## src/rtl/core/asl_pkg.sv

```systemverilog
// Shared types, request codes and constants of the alarm slot table.
package asl_pkg;

    localparam int NUM_SLOTS_DEF = 8;
    localparam int MAX_FIRE      = 8;
    localparam int FIRE_CNT_W    = 4;
    localparam int SUM_W         = 8;
    localparam int SEC_PER_MIN   = 60;
    localparam int HOURS_PER_DAY = 24;

    typedef enum logic [1:0] {
        REQ_ARM_ABS = 2'd0,
        REQ_ARM_REL = 2'd1,
        REQ_FREE    = 2'd2,
        REQ_TICK    = 2'd3
    } t_req;

    typedef struct packed {
        logic [4:0] hour;
        logic [5:0] minute;
        logic [5:0] second;
    } t_hms;

    // One digit step of the mixed-radix adder.
    typedef struct packed {
        logic [5:0] op_a;
        logic [5:0] op_b;
        logic [1:0] carry_in;
        logic       sel_hour;
    } t_add_in;

    typedef struct packed {
        logic [5:0] digit;
        logic [1:0] carry_out;
    } t_add_out;

    typedef struct packed {
        logic en;
        logic arm;
    } t_wr_ctl;

endpackage

```

## src/rtl/core/asl_time_unit.sv

```systemverilog
// Shared time arithmetic: one digit add with carry and modulo reduction, and a time compare.
module asl_time_unit (
    input  asl_pkg::t_add_in  i_add,
    output asl_pkg::t_add_out o_add,
    input  asl_pkg::t_hms     i_alarm,
    input  asl_pkg::t_hms     i_now,
    output logic              o_due
);

    logic [asl_pkg::SUM_W-1:0] w_sum;
    logic [asl_pkg::SUM_W-1:0] w_mod;
    logic [asl_pkg::SUM_W-1:0] w_mod2;

    // The sum stays below three times the modulus, so two compares suffice.
    always_comb begin
        w_sum  = asl_pkg::SUM_W'(i_add.op_a) + asl_pkg::SUM_W'(i_add.op_b)
               + asl_pkg::SUM_W'(i_add.carry_in);
        w_mod  = i_add.sel_hour ? asl_pkg::SUM_W'(asl_pkg::HOURS_PER_DAY)
                                : asl_pkg::SUM_W'(asl_pkg::SEC_PER_MIN);
        w_mod2 = w_mod << 1;
        if (w_sum >= w_mod2) begin
            o_add.digit     = 6'(w_sum - w_mod2);
            o_add.carry_out = 2'd2;
        end else if (w_sum >= w_mod) begin
            o_add.digit     = 6'(w_sum - w_mod);
            o_add.carry_out = 2'd1;
        end else begin
            o_add.digit     = 6'(w_sum);
            o_add.carry_out = 2'd0;
        end
    end

    always_comb begin
        if (i_alarm.hour != i_now.hour) begin
            o_due = i_alarm.hour < i_now.hour;
        end else if (i_alarm.minute != i_now.minute) begin
            o_due = i_alarm.minute < i_now.minute;
        end else begin
            o_due = i_alarm.second <= i_now.second;
        end
    end

endmodule

```

## src/rtl/core/asl_slot_regs.sv

```systemverilog
// Slot storage: alarm time per slot and the armed flags, one write and one read port.
module asl_slot_regs #(
    parameter int NUM_SLOTS = asl_pkg::NUM_SLOTS_DEF,
    parameter int IW        = 3
) (
    input  logic              i_clk,
    input  logic              i_rst_n,
    input  asl_pkg::t_wr_ctl  i_wr,
    input  logic [IW-1:0]     i_wr_addr,
    input  asl_pkg::t_hms     i_wr_hms,
    input  logic [IW-1:0]     i_rd_addr,
    output asl_pkg::t_hms     o_rd_hms,
    output logic [NUM_SLOTS-1:0] o_armed
);

    asl_pkg::t_hms        r_alarm_time [NUM_SLOTS];
    logic [NUM_SLOTS-1:0] r_armed;

    // Alarm times are only read for armed slots, and arming always writes them.
    always_ff @(posedge i_clk) begin
        if (i_wr.en) begin
            r_alarm_time[i_wr_addr] <= i_wr_hms;
        end
    end

    always_ff @(posedge i_clk) begin
        if (!i_rst_n) begin
            r_armed <= '0;
        end else if (i_wr.en) begin
            r_armed[i_wr_addr] <= i_wr.arm;
        end
    end

    assign o_rd_hms = r_alarm_time[i_rd_addr];
    assign o_armed  = r_armed;

endmodule

```

## src/rtl/core/alarm_slot_table.sv

```systemverilog
// Top level of the alarm slot table: request sequencer, output register and slot walk.
//
//  channel  | dir | tdata (low bit up)                              | tuser      | tlast
//  s_axis   | in  | slot, time h/m/s, now h/m/s (37 of 40 bits)     | req_type   | -
//  m_axis   | out | fired_slot, armed_mask (11 of 16 bits)          | fire_valid | last_result
//
// Arm absolute, free and out-of-range requests go from the accept straight to the emit state;
// arm after now first takes three add steps through the shared digit adder. A tick walks
// the slots in order, reading each one and comparing it through the shared compare, and
// then flushes the final transaction.
// Reset clears the armed flags at once; no clearing pass is needed.
// A full output register stalls the walk at the next slot that fires while a fire is held.
module alarm_slot_table #(
    parameter int NUM_SLOTS = asl_pkg::NUM_SLOTS_DEF
) (
    input  logic        i_clk,
    input  logic        i_rst_n,
    input  logic        s_axis_tvalid,
    output logic        s_axis_tready,
    // slot[2:0], time_hour[7:3], time_minute[13:8], time_second[19:14],
    // now_hour[24:20], now_minute[30:25], now_second[36:31], zero pad[39:37]
    input  logic [39:0] s_axis_tdata,
    // req_type[1:0]
    input  logic [1:0]  s_axis_tuser,
    output logic        m_axis_tvalid,
    input  logic        m_axis_tready,
    // fired_slot[2:0], armed_mask[10:3], zero pad[15:11]
    output logic [15:0] m_axis_tdata,
    // fire_valid[0]
    output logic [0:0]  m_axis_tuser,
    output logic        m_axis_tlast
);

    localparam int IW = (NUM_SLOTS > 1) ? $clog2(NUM_SLOTS) : 1;
    localparam int MW = (NUM_SLOTS < 8) ? NUM_SLOTS : 8;

    typedef enum logic [2:0] {
        S_IDLE,
        S_ADD,
        S_EMIT,
        S_WALK,
        S_FLUSH
    } t_state;

    typedef enum logic [1:0] {
        STEP_SEC,
        STEP_MIN,
        STEP_HOUR
    } t_step;

    t_state r_state, n_state;
    t_step  r_step, n_step;
    logic [2:0]    r_slot, n_slot;
    asl_pkg::t_hms r_time, n_time;
    asl_pkg::t_hms r_now, n_now;
    logic [1:0]    r_carry, n_carry;
    logic [5:0]    r_sec, n_sec;
    logic [5:0]    r_min, n_min;
    logic [IW-1:0] r_idx, n_idx;
    logic [asl_pkg::FIRE_CNT_W-1:0] r_fire_cnt, n_fire_cnt;
    logic          r_pend_valid, n_pend_valid;
    logic [IW-1:0] r_pend_idx, n_pend_idx;
    logic [7:0]    r_pend_mask, n_pend_mask;
    logic          r_out_valid, n_out_valid;
    logic          r_out_fire, n_out_fire;
    logic [2:0]    r_out_slot, n_out_slot;
    logic          r_out_last, n_out_last;
    logic [7:0]    r_out_mask, n_out_mask;

    logic [2:0]    w_in_slot;
    asl_pkg::t_hms w_in_time;
    asl_pkg::t_hms w_in_now;
    logic          w_slot_ok;
    logic          w_accept;
    logic          w_out_free;
    logic          w_last_idx;

    asl_pkg::t_wr_ctl w_wr;
    logic [IW-1:0]    w_wr_addr;
    asl_pkg::t_hms    w_wr_hms;
    asl_pkg::t_hms    w_rd_hms;
    logic [NUM_SLOTS-1:0] w_armed;
    logic [NUM_SLOTS-1:0] w_armed_clr;
    logic [7:0]       w_mask;
    logic [7:0]       w_mask_clr;

    asl_pkg::t_add_in  w_add_in;
    asl_pkg::t_add_out w_add_out;
    logic              w_due;

    assign w_in_slot        = s_axis_tdata[2:0];
    assign w_in_time.hour   = s_axis_tdata[7:3];
    assign w_in_time.minute = s_axis_tdata[13:8];
    assign w_in_time.second = s_axis_tdata[19:14];
    assign w_in_now.hour    = s_axis_tdata[24:20];
    assign w_in_now.minute  = s_axis_tdata[30:25];
    assign w_in_now.second  = s_axis_tdata[36:31];

    assign w_slot_ok   = int'(w_in_slot) < NUM_SLOTS;
    assign s_axis_tready = (r_state == S_IDLE);
    assign w_accept    = s_axis_tvalid && s_axis_tready;
    assign w_out_free  = !r_out_valid || m_axis_tready;
    assign w_last_idx  = (r_idx == IW'(NUM_SLOTS - 1));

    // The mask shown with a fire already has that slot disarmed.
    assign w_armed_clr = w_armed & ~(NUM_SLOTS'(1) << r_idx);
    assign w_mask      = 8'(w_armed[MW-1:0]);
    assign w_mask_clr  = 8'(w_armed_clr[MW-1:0]);

    asl_slot_regs #(
        .NUM_SLOTS (NUM_SLOTS),
        .IW        (IW)
    ) u_slots (
        .i_clk     (i_clk),
        .i_rst_n   (i_rst_n),
        .i_wr      (w_wr),
        .i_wr_addr (w_wr_addr),
        .i_wr_hms  (w_wr_hms),
        .i_rd_addr (r_idx),
        .o_rd_hms  (w_rd_hms),
        .o_armed   (w_armed)
    );

    asl_time_unit u_time (
        .i_add   (w_add_in),
        .o_add   (w_add_out),
        .i_alarm (w_rd_hms),
        .i_now   (r_now),
        .o_due   (w_due)
    );

    always_comb begin
        w_add_in.sel_hour = 1'b0;
        w_add_in.carry_in = r_carry;
        case (r_step)
            STEP_SEC: begin
                w_add_in.op_a = r_now.second;
                w_add_in.op_b = r_time.second;
            end
            STEP_MIN: begin
                w_add_in.op_a = r_now.minute;
                w_add_in.op_b = r_time.minute;
            end
            default: begin
                w_add_in.op_a     = 6'(r_now.hour);
                w_add_in.op_b     = 6'(r_time.hour);
                w_add_in.sel_hour = 1'b1;
            end
        endcase
    end

    always_comb begin
        n_state      = r_state;
        n_step       = r_step;
        n_slot       = r_slot;
        n_time       = r_time;
        n_now        = r_now;
        n_carry      = r_carry;
        n_sec        = r_sec;
        n_min        = r_min;
        n_idx        = r_idx;
        n_fire_cnt   = r_fire_cnt;
        n_pend_valid = r_pend_valid;
        n_pend_idx   = r_pend_idx;
        n_pend_mask  = r_pend_mask;
        n_out_valid  = r_out_valid && !m_axis_tready;
        n_out_fire   = r_out_fire;
        n_out_slot   = r_out_slot;
        n_out_last   = r_out_last;
        n_out_mask   = r_out_mask;
        w_wr.en      = 1'b0;
        w_wr.arm     = 1'b0;
        w_wr_addr    = IW'(r_slot);
        w_wr_hms     = '0;

        case (r_state)
            S_IDLE: begin
                if (w_accept) begin
                    n_slot  = w_in_slot;
                    n_time  = w_in_time;
                    n_now   = w_in_now;
                    n_carry = 2'd0;
                    n_step  = STEP_SEC;
                    n_state = S_EMIT;
                    case (asl_pkg::t_req'(s_axis_tuser))
                        asl_pkg::REQ_TICK: begin
                            n_state      = S_WALK;
                            n_idx        = '0;
                            n_fire_cnt   = '0;
                            n_pend_valid = 1'b0;
                        end
                        asl_pkg::REQ_ARM_ABS: begin
                            w_wr.en   = w_slot_ok;
                            w_wr.arm  = 1'b1;
                            w_wr_addr = IW'(w_in_slot);
                            w_wr_hms  = w_in_time;
                        end
                        asl_pkg::REQ_FREE: begin
                            w_wr.en   = w_slot_ok;
                            w_wr_addr = IW'(w_in_slot);
                        end
                        default: begin
                            if (w_slot_ok) begin
                                n_state = S_ADD;
                            end
                        end
                    endcase
                end
            end
            S_ADD: begin
                n_carry = w_add_out.carry_out;
                case (r_step)
                    STEP_SEC: begin
                        n_sec  = w_add_out.digit;
                        n_step = STEP_MIN;
                    end
                    STEP_MIN: begin
                        n_min  = w_add_out.digit;
                        n_step = STEP_HOUR;
                    end
                    default: begin
                        w_wr.en         = 1'b1;
                        w_wr.arm        = 1'b1;
                        w_wr_hms.hour   = w_add_out.digit[4:0];
                        w_wr_hms.minute = r_min;
                        w_wr_hms.second = r_sec;
                        n_state         = S_EMIT;
                    end
                endcase
            end
            S_EMIT: begin
                if (w_out_free) begin
                    n_out_valid = 1'b1;
                    n_out_fire  = 1'b0;
                    n_out_slot  = 3'd0;
                    n_out_last  = 1'b1;
                    n_out_mask  = w_mask;
                    n_state     = S_IDLE;
                end
            end
            S_WALK: begin
                if (w_armed[r_idx] && w_due) begin
                    // A fire is held back until the next one shows it is not the last.
                    if (!r_pend_valid || w_out_free) begin
                        if (r_pend_valid) begin
                            n_out_valid = 1'b1;
                            n_out_fire  = 1'b1;
                            n_out_slot  = 3'(r_pend_idx);
                            n_out_last  = 1'b0;
                            n_out_mask  = r_pend_mask;
                        end
                        w_wr.en      = 1'b1;
                        w_wr_addr    = r_idx;
                        n_pend_valid = 1'b1;
                        n_pend_idx   = r_idx;
                        n_pend_mask  = w_mask_clr;
                        n_fire_cnt   = r_fire_cnt + 1'b1;
                        if (w_last_idx ||
                            n_fire_cnt == asl_pkg::FIRE_CNT_W'(asl_pkg::MAX_FIRE)) begin
                            n_state = S_FLUSH;
                        end else begin
                            n_idx = r_idx + 1'b1;
                        end
                    end
                end else if (w_last_idx) begin
                    n_state = S_FLUSH;
                end else begin
                    n_idx = r_idx + 1'b1;
                end
            end
            S_FLUSH: begin
                if (w_out_free) begin
                    n_out_valid  = 1'b1;
                    n_out_fire   = r_pend_valid;
                    n_out_slot   = r_pend_valid ? 3'(r_pend_idx) : 3'd0;
                    n_out_last   = 1'b1;
                    n_out_mask   = r_pend_valid ? r_pend_mask : w_mask;
                    n_pend_valid = 1'b0;
                    n_state      = S_IDLE;
                end
            end
            default: begin
                n_state = S_IDLE;
            end
        endcase
    end

    always_ff @(posedge i_clk) begin
        if (!i_rst_n) begin
            r_state      <= S_IDLE;
            r_step       <= STEP_SEC;
            r_idx        <= '0;
            r_fire_cnt   <= '0;
            r_pend_valid <= 1'b0;
            r_out_valid  <= 1'b0;
        end else begin
            r_state      <= n_state;
            r_step       <= n_step;
            r_idx        <= n_idx;
            r_fire_cnt   <= n_fire_cnt;
            r_pend_valid <= n_pend_valid;
            r_out_valid  <= n_out_valid;
        end
        r_slot      <= n_slot;
        r_time      <= n_time;
        r_now       <= n_now;
        r_carry     <= n_carry;
        r_sec       <= n_sec;
        r_min       <= n_min;
        r_pend_idx  <= n_pend_idx;
        r_pend_mask <= n_pend_mask;
        r_out_fire  <= n_out_fire;
        r_out_slot  <= n_out_slot;
        r_out_last  <= n_out_last;
        r_out_mask  <= n_out_mask;
    end

    assign m_axis_tvalid = r_out_valid;
    assign m_axis_tdata  = {5'd0, r_out_mask, r_out_slot};
    assign m_axis_tuser  = r_out_fire;
    assign m_axis_tlast  = r_out_last;

`ifndef SYNTH
    a_pend_disarmed: assert property (@(posedge i_clk) disable iff (!i_rst_n)
        r_pend_valid |-> !w_armed[r_pend_idx])
        else $error("held fire refers to a slot that is still armed");

    a_walk_count: assert property (@(posedge i_clk) disable iff (!i_rst_n)
        (r_state == S_WALK) |-> (r_fire_cnt < asl_pkg::FIRE_CNT_W'(asl_pkg::MAX_FIRE)))
        else $error("walk continues after the fire limit");

    a_add_no_write: assert property (@(posedge i_clk) disable iff (!i_rst_n)
        (r_state == S_ADD && r_step != STEP_HOUR) |-> !w_wr.en)
        else $error("slot written before the hour step");

    a_tick_start: assert property (@(posedge i_clk) disable iff (!i_rst_n)
        (w_accept && s_axis_tuser == asl_pkg::REQ_TICK) |=>
        (r_state == S_WALK && r_idx == '0 && !r_pend_valid))
        else $error("tick did not start the walk at slot zero");
`endif

endmodule

```

## config.mk

```make
export PLATFORM = sky130hd
export DESIGN_NAME = alarm_slot_table
export DESIGN_NICKNAME = d
export VERILOG_FILES = /design/src/rtl/core/asl_pkg.sv /design/src/rtl/core/asl_time_unit.sv /design/src/rtl/core/asl_slot_regs.sv /design/src/rtl/core/alarm_slot_table.sv
export SDC_FILE = /design/constraint.sdc
export NUM_CORES = 1
export LEC_CHECK = 0
export BUFFER_PORTS_ARGS = -buffer_cell sky130_fd_sc_hd__clkbuf_2
export CORE_UTILIZATION = 50
export CTS_BUF_LIST = sky130_fd_sc_hd__clkbuf_8
export DETAILED_ROUTE_END_ITERATION = 16
export GPL_TIMING_DRIVEN = 0
export PLACE_DENSITY_LB_ADDON = 0.3
export SYNTH_ARGS = -nofsm -noshare
export SYNTH_HDL_FRONTEND = slang
export SYNTH_SLANG_ARGS = --single-unit
export TNS_END_PERCENT = 1
```

## constraint.sdc

```tcl
create_clock -name i_clk -period 6.27 [get_ports i_clk]
set_clock_uncertainty 0.05 [all_clocks]
set_input_delay 1.5675 -clock i_clk [delete_from_list [all_inputs] [get_ports i_clk]]
set_output_delay 1.5675 -clock i_clk [all_outputs]
set_load 0.005 [all_outputs]
```

==> flow_summary.json <==
{
  "die-area_mm2": 0.02183,
  "setup_viol": 0,
  "area_delta_synth_final_pct": 14.87,
  "grt.overflow.total": 0,
  "htreeDepth": 2,
  "diodes": 0,
  "fmax_mhz": 171.6,
  "grtUsageTotal_pct": 22.74,
  "antenna_found_initial": 0,
  "period_needed_ps": 5827,
  "critPathLaunchType": "register",
  "post-dp-hpwl_um": 17000,
  "drive_gt1_share_pct": 25.31,
  "cts_inserted_buffers": 38,
  "yosys-top-cells-area": "edfxtp_1, mux4_2, dfxtp_1",
  "synth_most_common_cell": "edfxtp_1",
  "synth-edff-count": 211,
  "worstPathCellList": "clkbuf_1 -> buf_1 -> mux4_2 -> mux2_2 -> ha_1 -> nand4_1 -> o21bai_1 -> a311oi_2 -> nor4b_4 -> and3_1 -> buf_2 -> a21oi_1 -> nor3_4 -> buf_8",
  "dr.pass1.iters": 5,
  "leakage_nw": 4.448,
  "first_iter_violations": 537,
  "yosys.area.top_type": "edfxtp_1",
  "synth.yosys.seq_area_share_pct": 64.37,
  "async_reset_ff_share_pct": 0,
  "wirelength_um": 23820,
  "synth_top_area_share_pct": 59.66,
  "critPathKind": "reg2reg",
  "crit_fanout": 17,
  "io_buffers": 57,
  "clk_pin_slew_ps": 60,
  "crit_family": "buffers and inverters",
  "clockBufferDepth": 3,
  "ys_types": 65,
  "vias": 6258,
  "insertion_delay_ps": 550,
  "gp_congestion": 0.9132,
  "syn_inst": 675,
  "drtAntennaViolNets": 0,
  "run_status": "completed",
  "fin_area_mm2": 0.01220,
  "cts_tree": "done",
  "pwr_density_cell_mw_per_mm2": 348.1,
  "grt_pass1_vias": 6445,
  "place_area_mm2": 0.01142,
  "syn_area_per_cell_um2": 15.73,
  "max-slew-margin-rel_pct": 22.29,
  "syn_area_mm2": 0.01062,
  "die_w_um": 147.7,
  "p_total_mw": 4.247,
  "wl_per_cell_um": 21.98,
  "hold_path.class": "reg2reg",
  "via_per_inst": 5.773,
  "min_period_over_period_pct": 92.93,
  "ys.flop_type": "edfxtp_1",
  "setup_tns_ps": 0,
  "drv_cap": 0,
  "cts_hold_buf": 0,
  "drc": 0,
  "initial_core_util_pct": 51.66,
  "synth_warnings": 0,
  "die_y_um": 147.7,
  "netlist_top_cells_count": "edfxtp_1, ha_1, inv_1, mux2i_1, nand2_1",
  "rows": 52,
  "ios": 66,
  "grt_pass1_wl_um": 36520,
  "hold_viol_final": 0,
  "ys_ff_latch": 236,
  "crit_path_end_kind": "register",
  "clkSinkCount": 236,
  "crit_slowest_cell": "buf_1",
  "core_mm2": 0.02056,
  "peakVddDrop_v": 0.0003964,
  "worst_slew_pin_slew_ps": 1163,
  "grt_max_degree": 39,
  "required_ps": 6460,
  "finalMaxSlewViolations": 0,
  "cp.arrival_ps": 6010,
  "nNetsFinal": 877,
  "cts-root-buf": "clkbuf_8",
  "critPathMaxStageDelay_ps": 750,
  "path_buf_inv": 4,
  "rsz0062_at_grt": "false"
}
[logic make-up (layout without fill, tap and decap cells)]
kind of cell / count (synthesis) / in the layout / share of synthesized area (%)
AO/OA/AOI/OAI: 96 / 96 / 6.868
XOR/XNOR: 8 / 8 / 0.6598
adder cells (fa/ha/maj): 43 / 43 / 5.278
buffers and inverters: 70 / 205 / 2.674
flip-flops: 236 / 236 / 64.37
multiplexers: 94 / 94 / 13.44
other: 1 / 5 / 0.03531
AND/OR/NAND/NOR: 127 / 127 / 6.669
[power breakdown]
group	internal (mW)	total, mW	switching, mW
logic	0.375	1.01	0.640
registers	1.91	1.96	0.0440
clock network	0.688	1.28	0.588
total	2.98	4.25	1.27
[metal layers]
| layer | up-vias | GRT usage [%] | wire length [um] |
|---|---|---|---|
| met5 | - | 0 | 0 |
| met3 | 49 | 4.846 | 1420 |
| li1 | 2826 | - | - |
| met2 | 215 | 36.75 | 11640 |
| met1 | 3168 | 30.24 | 10110 |
| met4 | 0 | 8.969 | 655 |
[cell usage in the layout (no fill, tap or decap), types with 7 or more instances in the layout]
cell type / n
a21oi_1: 15
nor2_1: 25
a21boi_0: 9
nand3_1: 7
clkbuf_8: 41
clkbuf_2: 59
dfxtp_1: 25
edfxtp_1: 211
mux2i_1: 35
clkbuf_1: 20
nand2_1: 35
buf_4: 7
o21ai_0: 17
inv_1: 44
mux2_2: 23
a22o_1: 13
nor2b_1: 22
ha_1: 40
mux4_2: 34
[stage by stage]
step / setup WS, ps / hold WS [ps] / cells / util, %
after floorplan: 669.1 / 385.8 / 679 / -
after global placement: -1552 / 426.6 / 1006 / 54.76
after detailed placement: -27.71 / 435.2 / 1015 / 55.53
after CTS: -0.2323 / 444.0 / 1081 / 59.13
after global routing: 5.285 / 471.0 / 1084 / 59.34
final: 443.0 / 450.1 / 1084 / 59.34
[flip-flops by register name, indices dropped and copies added (netlist names), 2 cells and up, named ones only]
name	flops
r_slot	3
r_pend_mask	8
r_now	17
r_idx	3
r_fire_cnt	4
r_time	17
r_min	6
r_sec	6
r_state	3
r_step	2
r_carry	2
r_pend_idx	3
r_out_mask	8
u_slots.o_armed	8
r_out_slot	3
u_slots.r_alarm_time	136
[timing repair]
action,4_1_cts,5_1_grt
resized for setup,3,3
buffers inserted,0,3
endpoints found under the setup margin,21,58
[final cells by class]
cell class / count / area [um2]
fillers: 1589 / 8361
flip-flops and latches: 236 / 6837
multi-input cells: 373 / 3556
clock buffers: 41 / 564.3
repair buffers: 69 / 444.2
well taps: 270 / 337.8
clock inverters: 25 / 167.7
plain buffers: 34 / 157.7
inverters: 36 / 135.1
[final timing paths]
| check | startpoint | to | slack (ps) | cells after the start |
|---|---|---|---|---|
| max | register | u_slots.r_alarm_time[5][10] | 440 | 14 |
| min | u_slots.o_armed[0] | u_slots.o_armed[0] | 450 | 2 |
| max reg2reg | register | u_slots.r_alarm_time[5][10] | 440 | 14 |
| min reg2reg | u_slots.o_armed[0] | u_slots.o_armed[0] | 450 | 2 |
[worst register-to-register path, stage by stage, from the launching register on]
cell and delay [ps]:
dfxtp_1 310, clkbuf_1 440, buf_1 760, mux4_2 610, mux2_2 300, ha_1 300
nand4_1 160, o21bai_1 150, a311oi_2 220, nor4b_4 560, and3_1 220, buf_2 330
a21oi_1 260, nor3_4 630, buf_8 240
(Power assumes the default switching activity.)
